--- src/rtl/core/pwmdc_pkg.sv ---
package pwmdc_pkg;

  // Field widths
  localparam int unsigned RATE_W  = 30;
  localparam int unsigned NS_W    = 31;
  localparam int unsigned EXP_W   = 4;
  localparam int unsigned PRE_W   = 8;
  localparam int unsigned FIELD_W = 16;

  // Internal widths: tick count and the shared divider word
  localparam int unsigned TICK_W = 32;
  localparam int unsigned WORD_W = 64;

  localparam logic [RATE_W-1:0]  RATE_RESET = RATE_W'(24000000);
  localparam logic [WORD_W-1:0]  NS_PER_S   = WORD_W'(1000000000);
  localparam logic [WORD_W-1:0]  NS_HALF    = WORD_W'(500000000);
  localparam logic [FIELD_W-1:0] FIELD_MAX  = '1;

  // Parameter defaults
  localparam int unsigned COUNT_BITS_DEF     = 16;
  localparam int unsigned MAX_DIV_EXP_DEF    = 8;
  localparam int unsigned PRESCALE_STEPS_DEF = 256;

  typedef enum logic [3:0] {
    OP_NONE,
    OP_LOAD,
    OP_MUL_TICKS,
    OP_DIV_TICKS,
    OP_TICKS_DONE,
    OP_EXP_STEP,
    OP_NO_FIT,
    OP_DIV_PRE,
    OP_PRE_DONE,
    OP_DIV_WHOLE,
    OP_WHOLE_DONE,
    OP_MUL_ACT,
    OP_DIV_ACT,
    OP_ACT_DONE,
    OP_PUBLISH
  } dp_op_t;

  typedef struct packed {
    dp_op_t op;
  } dp_cmd_t;

  typedef struct packed {
    logic div_done;
    logic fit;
    logic exp_last;
    logic period_zero;
  } dp_sts_t;

endpackage

--- src/rtl/core/pwm_divider_and_count_calc.sv ---
// Sequencing: each accepted word goes through the tick division, the exponent walk,
//   the prescale division (when an exponent fits), the whole division and, for a
//   nonzero period, the active-count division; an output stall holds its result.
// Flow: one word at a time; the next word is taken in the cycle after the result
//   is published; each word uses the 64-step serial divider up to four times.
// Reset (synchronous, rst_n low): controller idle, no result pending,
//   clock rate register back to 24 MHz.
module pwm_divider_and_count_calc #(
  parameter int unsigned COUNT_BITS     = pwmdc_pkg::COUNT_BITS_DEF,
  parameter int unsigned MAX_DIV_EXP    = pwmdc_pkg::MAX_DIV_EXP_DEF,
  parameter int unsigned PRESCALE_STEPS = pwmdc_pkg::PRESCALE_STEPS_DEF
) (
  input  logic                              clk,
  input  logic                              rst_n,
  // configuration: input clock rate in hertz
  input  logic                              cfg_wr_en,
  input  logic [pwmdc_pkg::RATE_W-1:0]      cfg_wr_data,
  // request word
  input  logic                              in_valid,
  output logic                              in_stall,
  input  logic [pwmdc_pkg::NS_W-1:0]        in_period_ns,
  input  logic [pwmdc_pkg::NS_W-1:0]        in_duty_ns,
  input  logic                              in_polarity,
  // result word
  output logic                              out_valid,
  input  logic                              out_stall,
  output logic [pwmdc_pkg::EXP_W-1:0]       out_divider_exponent,
  output logic [pwmdc_pkg::PRE_W-1:0]       out_prescaler,
  output logic [pwmdc_pkg::FIELD_W-1:0]     out_cycle_field,
  output logic [pwmdc_pkg::FIELD_W-1:0]     out_active_count,
  output logic                              out_active_high,
  output logic                              out_out_of_range
);
  import pwmdc_pkg::*;

  // Sequence per word:
  //   ticks    = round(rate * period / 1e9), at least 2
  //   exponent = first e whose bound (2^COUNT_BITS + 1) * steps * 2^e exceeds ticks,
  //              walked one exponent per cycle
  //   prescale = ticks / ((2^COUNT_BITS + 1) * 2^e), or the largest divisor if none fit
  //   whole    = ticks / (2^e * (prescale + 1)), at least 1
  //   active   = round(whole * duty / period), clamped; all ones for a zero period
  // The result sits in an output register, so a new word is taken while it waits.

  dp_cmd_t cmd;
  dp_sts_t sts;

  pwmdc_ctrl u_ctrl (
    .clk       (clk),
    .rst_n     (rst_n),
    .in_valid  (in_valid),
    .in_stall  (in_stall),
    .out_valid (out_valid),
    .out_stall (out_stall),
    .cmd_o     (cmd),
    .sts_i     (sts)
  );

  pwmdc_dp #(
    .COUNT_BITS     (COUNT_BITS),
    .MAX_DIV_EXP    (MAX_DIV_EXP),
    .PRESCALE_STEPS (PRESCALE_STEPS)
  ) u_dp (
    .clk                  (clk),
    .rst_n                (rst_n),
    .cmd_i                (cmd),
    .sts_o                (sts),
    .cfg_wr_en            (cfg_wr_en),
    .cfg_wr_data          (cfg_wr_data),
    .in_period_ns         (in_period_ns),
    .in_duty_ns           (in_duty_ns),
    .in_polarity          (in_polarity),
    .out_divider_exponent (out_divider_exponent),
    .out_prescaler        (out_prescaler),
    .out_cycle_field      (out_cycle_field),
    .out_active_count     (out_active_count),
    .out_active_high      (out_active_high),
    .out_out_of_range     (out_out_of_range)
  );

endmodule

--- src/rtl/core/pwmdc_div.sv ---
module pwmdc_div (
  input  logic                             clk,
  input  logic                             rst_n,
  input  logic                             start_i,
  input  logic [pwmdc_pkg::WORD_W-1:0]     dividend_i,
  input  logic [pwmdc_pkg::WORD_W-1:0]     divisor_i,
  output logic                             done_o,
  output logic [pwmdc_pkg::WORD_W-1:0]     quotient_o
);
  import pwmdc_pkg::*;

  localparam int unsigned CNT_W = $clog2(WORD_W);
  localparam logic [CNT_W-1:0] CNT_LAST = CNT_W'(WORD_W - 1);

  logic              busy_r;
  logic              done_r;
  logic [CNT_W-1:0]  cnt_r;
  logic [WORD_W-1:0] quo_r;
  logic [WORD_W-1:0] rem_r;
  logic [WORD_W-1:0] den_r;

  logic [WORD_W:0]   shifted;
  logic [WORD_W:0]   diff;
  logic              fits;
  logic [WORD_W-1:0] rem_nxt;

  // One restoring step: shift in the next dividend bit, subtract if it fits
  assign shifted = {rem_r, quo_r[WORD_W-1]};
  assign diff    = shifted - {1'b0, den_r};
  assign fits    = (shifted >= {1'b0, den_r});
  assign rem_nxt = fits ? diff[WORD_W-1:0] : shifted[WORD_W-1:0];

  always_ff @(posedge clk) begin
    if (!rst_n) begin
      busy_r <= 1'b0;
      done_r <= 1'b0;
      cnt_r  <= '0;
    end else begin
      done_r <= 1'b0;
      if (start_i) begin
        busy_r <= 1'b1;
        cnt_r  <= '0;
      end else if (busy_r) begin
        cnt_r <= cnt_r + CNT_W'(1);
        if (cnt_r == CNT_LAST) begin
          busy_r <= 1'b0;
          done_r <= 1'b1;
        end
      end
    end
  end

  always_ff @(posedge clk) begin
    if (start_i) begin
      quo_r <= dividend_i;
      rem_r <= '0;
      den_r <= divisor_i;
    end else if (busy_r) begin
      quo_r <= {quo_r[WORD_W-2:0], fits};
      rem_r <= rem_nxt;
    end
  end

  assign done_o     = done_r;
  assign quotient_o = quo_r;

endmodule

--- src/rtl/core/pwmdc_dp.sv ---
module pwmdc_dp #(
  parameter int unsigned COUNT_BITS     = pwmdc_pkg::COUNT_BITS_DEF,
  parameter int unsigned MAX_DIV_EXP    = pwmdc_pkg::MAX_DIV_EXP_DEF,
  parameter int unsigned PRESCALE_STEPS = pwmdc_pkg::PRESCALE_STEPS_DEF
) (
  input  logic                              clk,
  input  logic                              rst_n,
  input  pwmdc_pkg::dp_cmd_t                cmd_i,
  output pwmdc_pkg::dp_sts_t                sts_o,
  input  logic                              cfg_wr_en,
  input  logic [pwmdc_pkg::RATE_W-1:0]      cfg_wr_data,
  input  logic [pwmdc_pkg::NS_W-1:0]        in_period_ns,
  input  logic [pwmdc_pkg::NS_W-1:0]        in_duty_ns,
  input  logic                              in_polarity,
  output logic [pwmdc_pkg::EXP_W-1:0]       out_divider_exponent,
  output logic [pwmdc_pkg::PRE_W-1:0]       out_prescaler,
  output logic [pwmdc_pkg::FIELD_W-1:0]     out_cycle_field,
  output logic [pwmdc_pkg::FIELD_W-1:0]     out_active_count,
  output logic                              out_active_high,
  output logic                              out_out_of_range
);
  import pwmdc_pkg::*;

  // Tick bound for the first exponent: (2^COUNT_BITS + 1) * steps
  localparam logic [WORD_W-1:0] LIMIT_P1 = (WORD_W'(1) << COUNT_BITS) + WORD_W'(1);
  localparam logic [WORD_W-1:0] BOUND0   = LIMIT_P1 * WORD_W'(PRESCALE_STEPS);
  localparam logic [EXP_W-1:0]  EXP_MAX  = EXP_W'(MAX_DIV_EXP);
  localparam logic [PRE_W-1:0]  PRE_MAX  = PRE_W'(PRESCALE_STEPS - 1);

  logic [RATE_W-1:0]       clock_rate_r;
  logic [NS_W-1:0]         period_r;
  logic [NS_W-1:0]         duty_r;
  logic                    pol_r;
  logic [WORD_W-1:0]       prod_r;
  logic [TICK_W-1:0]       ticks_r;
  logic [WORD_W-1:0]       bound_r;
  logic [WORD_W-1:0]       kdiv_r;
  logic [EXP_W-1:0]        exp_r;
  logic [PRE_W-1:0]        pre_r;
  logic [TICK_W-1:0]       whole_r;
  logic [FIELD_W-1:0]      act_r;

  logic [TICK_W-1:0]       mul_a;
  logic [NS_W-1:0]         mul_b;
  logic [TICK_W+NS_W-1:0]  mul_p;

  logic                    div_start;
  logic [WORD_W-1:0]       div_dividend;
  logic [WORD_W-1:0]       div_divisor;
  logic                    div_done;
  logic [WORD_W-1:0]       div_q;

  logic [TICK_W-1:0]       tick_q;
  logic [TICK_W-1:0]       cyc_full;

  // Shared multiplier: rate * period for the tick count, whole * duty for the active count
  assign mul_a = (cmd_i.op == OP_MUL_TICKS) ? TICK_W'(clock_rate_r) : whole_r;
  assign mul_b = (cmd_i.op == OP_MUL_TICKS) ? period_r : duty_r;
  assign mul_p = mul_a * mul_b;

  always_comb begin
    div_start    = 1'b0;
    div_dividend = prod_r + NS_HALF;
    div_divisor  = NS_PER_S;
    unique case (cmd_i.op)
      OP_DIV_TICKS: begin
        div_start = 1'b1;
      end
      OP_DIV_PRE: begin
        div_start    = 1'b1;
        div_dividend = WORD_W'(ticks_r);
        div_divisor  = kdiv_r;
      end
      OP_DIV_WHOLE: begin
        div_start    = 1'b1;
        div_dividend = WORD_W'(ticks_r);
        div_divisor  = WORD_W'({1'b0, pre_r} + (PRE_W + 1)'(1)) << exp_r;
      end
      OP_DIV_ACT: begin
        div_start    = 1'b1;
        div_dividend = prod_r + WORD_W'(period_r >> 1);
        div_divisor  = WORD_W'(period_r);
      end
      default: begin
        div_start = 1'b0;
      end
    endcase
  end

  pwmdc_div u_div (
    .clk        (clk),
    .rst_n      (rst_n),
    .start_i    (div_start),
    .dividend_i (div_dividend),
    .divisor_i  (div_divisor),
    .done_o     (div_done),
    .quotient_o (div_q)
  );

  assign tick_q   = div_q[TICK_W-1:0];
  assign cyc_full = whole_r - TICK_W'(1);

  always_ff @(posedge clk) begin
    if (!rst_n) begin
      clock_rate_r <= RATE_RESET;
    end else if (cfg_wr_en) begin
      clock_rate_r <= cfg_wr_data;
    end
  end

  always_ff @(posedge clk) begin
    unique case (cmd_i.op)
      OP_LOAD: begin
        period_r <= in_period_ns;
        duty_r   <= in_duty_ns;
        pol_r    <= in_polarity;
      end
      OP_MUL_TICKS, OP_MUL_ACT: begin
        prod_r <= WORD_W'(mul_p);
      end
      OP_TICKS_DONE: begin
        ticks_r <= (tick_q < TICK_W'(2)) ? TICK_W'(2) : tick_q;
        exp_r   <= '0;
        bound_r <= BOUND0;
        kdiv_r  <= LIMIT_P1;
      end
      OP_EXP_STEP: begin
        exp_r   <= exp_r + EXP_W'(1);
        bound_r <= bound_r << 1;
        kdiv_r  <= kdiv_r << 1;
      end
      OP_NO_FIT: begin
        pre_r <= PRE_MAX;
      end
      OP_PRE_DONE: begin
        pre_r <= div_q[PRE_W-1:0];
      end
      OP_WHOLE_DONE: begin
        whole_r <= (div_q == '0) ? TICK_W'(1) : tick_q;
        act_r   <= FIELD_MAX;
      end
      OP_ACT_DONE: begin
        act_r <= (div_q > WORD_W'(FIELD_MAX)) ? FIELD_MAX : div_q[FIELD_W-1:0];
      end
      OP_PUBLISH: begin
        out_divider_exponent <= exp_r;
        out_prescaler        <= pre_r;
        out_active_count     <= act_r;
        out_active_high      <= pol_r;
        if (cyc_full > TICK_W'(FIELD_MAX)) begin
          out_cycle_field  <= FIELD_MAX;
          out_out_of_range <= 1'b1;
        end else begin
          out_cycle_field  <= cyc_full[FIELD_W-1:0];
          out_out_of_range <= 1'b0;
        end
      end
      default: begin
      end
    endcase
  end

  assign sts_o.div_done    = div_done;
  assign sts_o.fit         = (WORD_W'(ticks_r) < bound_r);
  assign sts_o.exp_last    = (exp_r == EXP_MAX);
  assign sts_o.period_zero = (period_r == '0);

endmodule

--- src/rtl/core/pwmdc_ctrl.sv ---
module pwmdc_ctrl (
  input  logic                clk,
  input  logic                rst_n,
  input  logic                in_valid,
  output logic                in_stall,
  output logic                out_valid,
  input  logic                out_stall,
  output pwmdc_pkg::dp_cmd_t  cmd_o,
  input  pwmdc_pkg::dp_sts_t  sts_i
);
  import pwmdc_pkg::*;

  typedef enum logic [3:0] {
    ST_IDLE,
    ST_MUL_T,
    ST_DIV_T,
    ST_WAIT_T,
    ST_EXP,
    ST_DIV_P,
    ST_WAIT_P,
    ST_DIV_W,
    ST_WAIT_W,
    ST_MUL_A,
    ST_DIV_A,
    ST_WAIT_A,
    ST_PUB
  } state_t;

  state_t state_r;
  state_t state_nxt;
  logic   out_valid_r;
  dp_op_t op;

  always_comb begin
    state_nxt = state_r;
    op        = OP_NONE;
    unique case (state_r)
      ST_IDLE: begin
        if (in_valid) begin
          op        = OP_LOAD;
          state_nxt = ST_MUL_T;
        end
      end
      ST_MUL_T: begin
        op        = OP_MUL_TICKS;
        state_nxt = ST_DIV_T;
      end
      ST_DIV_T: begin
        op        = OP_DIV_TICKS;
        state_nxt = ST_WAIT_T;
      end
      ST_WAIT_T: begin
        if (sts_i.div_done) begin
          op        = OP_TICKS_DONE;
          state_nxt = ST_EXP;
        end
      end
      ST_EXP: begin
        priority if (sts_i.fit) begin
          state_nxt = ST_DIV_P;
        end else if (sts_i.exp_last) begin
          op        = OP_NO_FIT;
          state_nxt = ST_DIV_W;
        end else begin
          op = OP_EXP_STEP;
        end
      end
      ST_DIV_P: begin
        op        = OP_DIV_PRE;
        state_nxt = ST_WAIT_P;
      end
      ST_WAIT_P: begin
        if (sts_i.div_done) begin
          op        = OP_PRE_DONE;
          state_nxt = ST_DIV_W;
        end
      end
      ST_DIV_W: begin
        op        = OP_DIV_WHOLE;
        state_nxt = ST_WAIT_W;
      end
      ST_WAIT_W: begin
        if (sts_i.div_done) begin
          op        = OP_WHOLE_DONE;
          state_nxt = sts_i.period_zero ? ST_PUB : ST_MUL_A;
        end
      end
      ST_MUL_A: begin
        op        = OP_MUL_ACT;
        state_nxt = ST_DIV_A;
      end
      ST_DIV_A: begin
        op        = OP_DIV_ACT;
        state_nxt = ST_WAIT_A;
      end
      ST_WAIT_A: begin
        if (sts_i.div_done) begin
          op        = OP_ACT_DONE;
          state_nxt = ST_PUB;
        end
      end
      ST_PUB: begin
        // hold until the output register is free or being emptied
        if (!out_valid_r || !out_stall) begin
          op        = OP_PUBLISH;
          state_nxt = ST_IDLE;
        end
      end
      default: begin
        state_nxt = ST_IDLE;
      end
    endcase
  end

  always_ff @(posedge clk) begin
    if (!rst_n) begin
      state_r     <= ST_IDLE;
      out_valid_r <= 1'b0;
    end else begin
      state_r <= state_nxt;
      if (op == OP_PUBLISH) begin
        out_valid_r <= 1'b1;
      end else if (!out_stall) begin
        out_valid_r <= 1'b0;
      end
    end
  end

  assign in_stall  = (state_r != ST_IDLE);
  assign out_valid = out_valid_r;
  assign cmd_o.op  = op;

endmodule
--- config.mk ---
export PLATFORM = sky130hd
export DESIGN_NAME = pwm_divider_and_count_calc
export DESIGN_NICKNAME = d
export VERILOG_FILES = /design/src/rtl/core/pwmdc_pkg.sv /design/src/rtl/core/pwm_divider_and_count_calc.sv /design/src/rtl/core/pwmdc_div.sv /design/src/rtl/core/pwmdc_dp.sv /design/src/rtl/core/pwmdc_ctrl.sv
export SDC_FILE = /design/constraint.sdc
export NUM_CORES = 2
export LEC_CHECK = 0
export ABC_AREA = 1
export BUFFER_PORTS_ARGS = -buffer_cell sky130_fd_sc_hd__clkbuf_2
export CORE_MARGIN = 1
export CORE_UTILIZATION = 25
export DETAILED_ROUTE_END_ITERATION = 8
export PLACE_DENSITY = 0.47
export RECOVER_POWER = 25
export SLEW_MARGIN = 0
export SYNTH_ARGS = -nofsm -noshare
export SYNTH_HDL_FRONTEND = slang
export SYNTH_SLANG_ARGS = --single-unit
--- constraint.sdc ---
create_clock -name clk -period 12.9 [get_ports clk]
set_input_delay 3.225 -clock clk [delete_from_list [all_inputs] [get_ports clk]]
set_output_delay 3.225 -clock clk [all_outputs]
set_load 0.02 [all_outputs]
==> flow_metrics.py <==
metrics = {
    "outcome": {
        "run_status": "finished, violations left",
        "violations": "capacitance limit, slew limit",
    },
    "timing": {
        "skew_ns": 0.0661,
        "setup_viol": 0,
        "relSlewSlack_pct": -169,
        "worst_slew_pin_slew_ns": 4.03,
        "setup_slack_ns": 1.55,
        "max_clock_freq_mhz": 88.1,
        "rsz0062_at_grt": "no",
        "post-route-period-util_pct": 87.9,
        "drv_slew": 189,
        "final.setup.tns_ns": 0,
        "period_minus_slack_ns": 11.35,
        "finalHoldViolCount": 0,
    },
    "synthesis": {
        "async_reset_ff_share_pct": 0,
        "ys.flop_type": "edfxtp_1",
        "syn_area_mm2": 0.0700,
        "syn_area_per_cell_um2": 7.89,
        "synth.ff_latch_count": 619,
        "synthCells": 8879,
        "synth_edf_count": 512,
        "yosysSeqAreaShare_pct": 25.0,
        "ys_types": 62,
        "yosys_warnings": 0,
    },
    "clocking": {
        "clock_path_buffers": 3,
        "root_buffer": "clkbuf_16",
        "h-tree-depth": 3,
        "worstSkewPairLatency_ns": 0.71,
        "clkSinkCount": 619,
        "hold_buffers": 0,
        "cts_resized": 0,
        "cts_tree": "built",
        "clk_pin_slew_ns": 0.06,
        "post-cts-setup-buffers": 0,
        "numCtsBuffers": 74,
    },
    "grt": {
        "grt_use_met1_pct": 29.2,
        "gr-usage-met3_pct": 3.21,
        "grt_max_degree": 70,
        "grt_antenna_before_repair": 15,
        "grt_use_met2_pct": 32.5,
        "grt_pass1_wl_um": 429000,
        "grt_pass1_vias": 60090,
        "busiest_layer": "met2",
        "gr-total-overflow": 0,
        "grt_use_total_pct": 21.0,
    },
    "worst_setup_path": {
        "path_max_fanout": 57,
        "cp.arrival_ns": 11.76,
        "worstSetupPathType": "register to register",
        "cp_slowest_stage_delay_ns": 0.94,
        "crit_top_cell": "inv_1",
        "startpoint": "u_ctrl.state_r[0]",
        "end_kind": "register",
        "cp_slowest_cell": "o21ai_1",
        "timing.rr.start": "u_ctrl.state_r[0]",
        "start_kind": "register",
        "required_ns": 13.32,
    },
    "floorplanning": {
        "dieArea_mm2": 0.282,
        "core-area_mm2": 0.277,
        "rows": 193,
        "die_h_um": 531,
        "start_util_pct": 25.2,
        "ios": 146,
        "die_x_um": 531,
    },
    "route": {
        "first_pass_iters": 8,
        "wl_um": 299000,
        "post_drt_wl_per_cell_um": 23.6,
        "vias_per_cell": 4.75,
        "vias": 60208,
        "ant_nets": 0,
        "first_iter_violations": 5494,
        "drcViolationCount": 0,
    },
    "placement": {
        "gp_congestion": 0.965,
        "io_buffers": 145,
        "dp_slack_ns": 1.93,
        "dp_hpwl_um": 245000,
    },
    "layout": {
        "final_cell_mix": "1977 x nand2_1, 1820 x inv_1, 1160 x nor2_1",
        "layout-drive-gt1-share_pct": 5.74,
        "area_growth_pct": 10.3,
        "final_common_cell": "nand2_1",
        "fin_nets": 10252,
    },
    "worst_hold_path": {
        "hp-start": "u_dp.act_r[14]",
        "hold_class": "register to register",
    },
    "flow_run": {
        "drv_cap": 4,
    },
}
## routing by layer
layer / share of wire (%) / wire [µm]
met5: 0.023 / 70
met4: 4.2 / 12500
met3: 6.9 / 20500
met2: 44 / 132000
met1: 45 / 133000
## worst max-delay path: cells and delay by family, from the launching register on
kind | cells | cell delay (ns)
fa+ha+maj | 9 | 4.25
buf+inv | 15 | 2.53
simple gates | 13 | 2.70
flops | 1 | 0.42
xor+xnor | 1 | 0.09
compound gates | 1 | 0.94
## synth_stat cells (10+ instances only)
cell	count	area share [%]
nor2_1	1160	6.2
clkbuf_1	135	0.72
inv_2	53	0.28
or2_2	24	0.21
nor2_4	10	0.16
o21ai_1	21	0.15
nand2_1	1977	11
dfxtp_1	107	3.1
o21ai_4	26	0.60
inv_1	1818	9.7
nand3_1	507	3.6
a21oi_1	305	2.2
edfxtp_1	512	22
ha_1	380	6.8
buf_2	137	0.98
buf_4	13	0.14
o21ai_2	15	0.19
buf_6	20	0.32
nor4_1	35	0.31
fa_1	868	25
nor2_2	17	0.15
o21bai_1	21	0.23
nor3_1	66	0.47
nand4_1	94	0.84
xor2_1	74	0.93
buf_1	13	0.070
o221ai_1	17	0.21
a31oi_1	10	0.089
nand3b_1	44	0.47
o21ai_0	244	1.7
o211ai_1	11	0.12
xnor2_1	49	0.61
## cell type report
type	instances	area [µm²]
antenna	8	20.0
fill	30197	200000
timing repair buffer	239	1410
tap	3705	4640
clock buffer	89	1960
clock inverter	47	519
inverter	1880	7070
multi-input combinational	6092	44100
sequential	619	17500
## final timing paths
| kind | slack [ns] | cells past startpoint | endpoint |
|---|---|---|---|
| worst max register to register | 1.55 | 39 | u_dp.prod_r[59] |
| worst max-delay path | 1.55 | 39 | u_dp.prod_r[59] |
| worst min-delay path | 0.42 | 0 | u_dp.out_active_count[14] |
| worst min register to register | 0.42 | 0 | u_dp.out_active_count[14] |
## cell families after synthesis
logic type	Yosys count	synth area share (%)
other cells	1	0.00536
mux	1	0.0143
fa+ha+maj	1248	31.6
simple gates	3962	23.4
xor+xnor	123	1.54
flops	619	25.0
compound gates	727	6.15
buf+inv	2198	12.3
## flip-flops by register name, summed over array words and instances (netlist names), 30 cells and up
register / count
u_dp.kdiv_r: 64
u_dp.u_div.quotient_o: 64
u_dp.bound_r: 56
u_dp.period_r: 31
u_dp.whole_r: 32
u_dp.prod_r: 63
u_dp.ticks_r: 32
u_dp.duty_r: 31
u_dp.clock_rate_r: 30
u_dp.u_div.rem_r: 64
u_dp.u_div.den_r: 64
## through the flow
| stage | hold slack, ns | std cells | instance area, µm² | util, % |
|---|---|---|---|---|
| after CTS | 0.420 | 12671 | 77200 | 27.8 |
| after global routing | 0.436 | 12672 | 77200 | 27.8 |
| after global placement | 0.409 | 12535 | 74800 | 26.9 |
| after floorplan | 0.400 | 8909 | 70100 | - |
| final | 0.418 | 12679 | 77200 | 27.8 |
| after detailed placement | 0.405 | 12535 | 74800 | 26.9 |
Power is left out: the tool's default activity adds up to more than one toggle a clock period on the data nets, which glitch-free logic cannot reach.
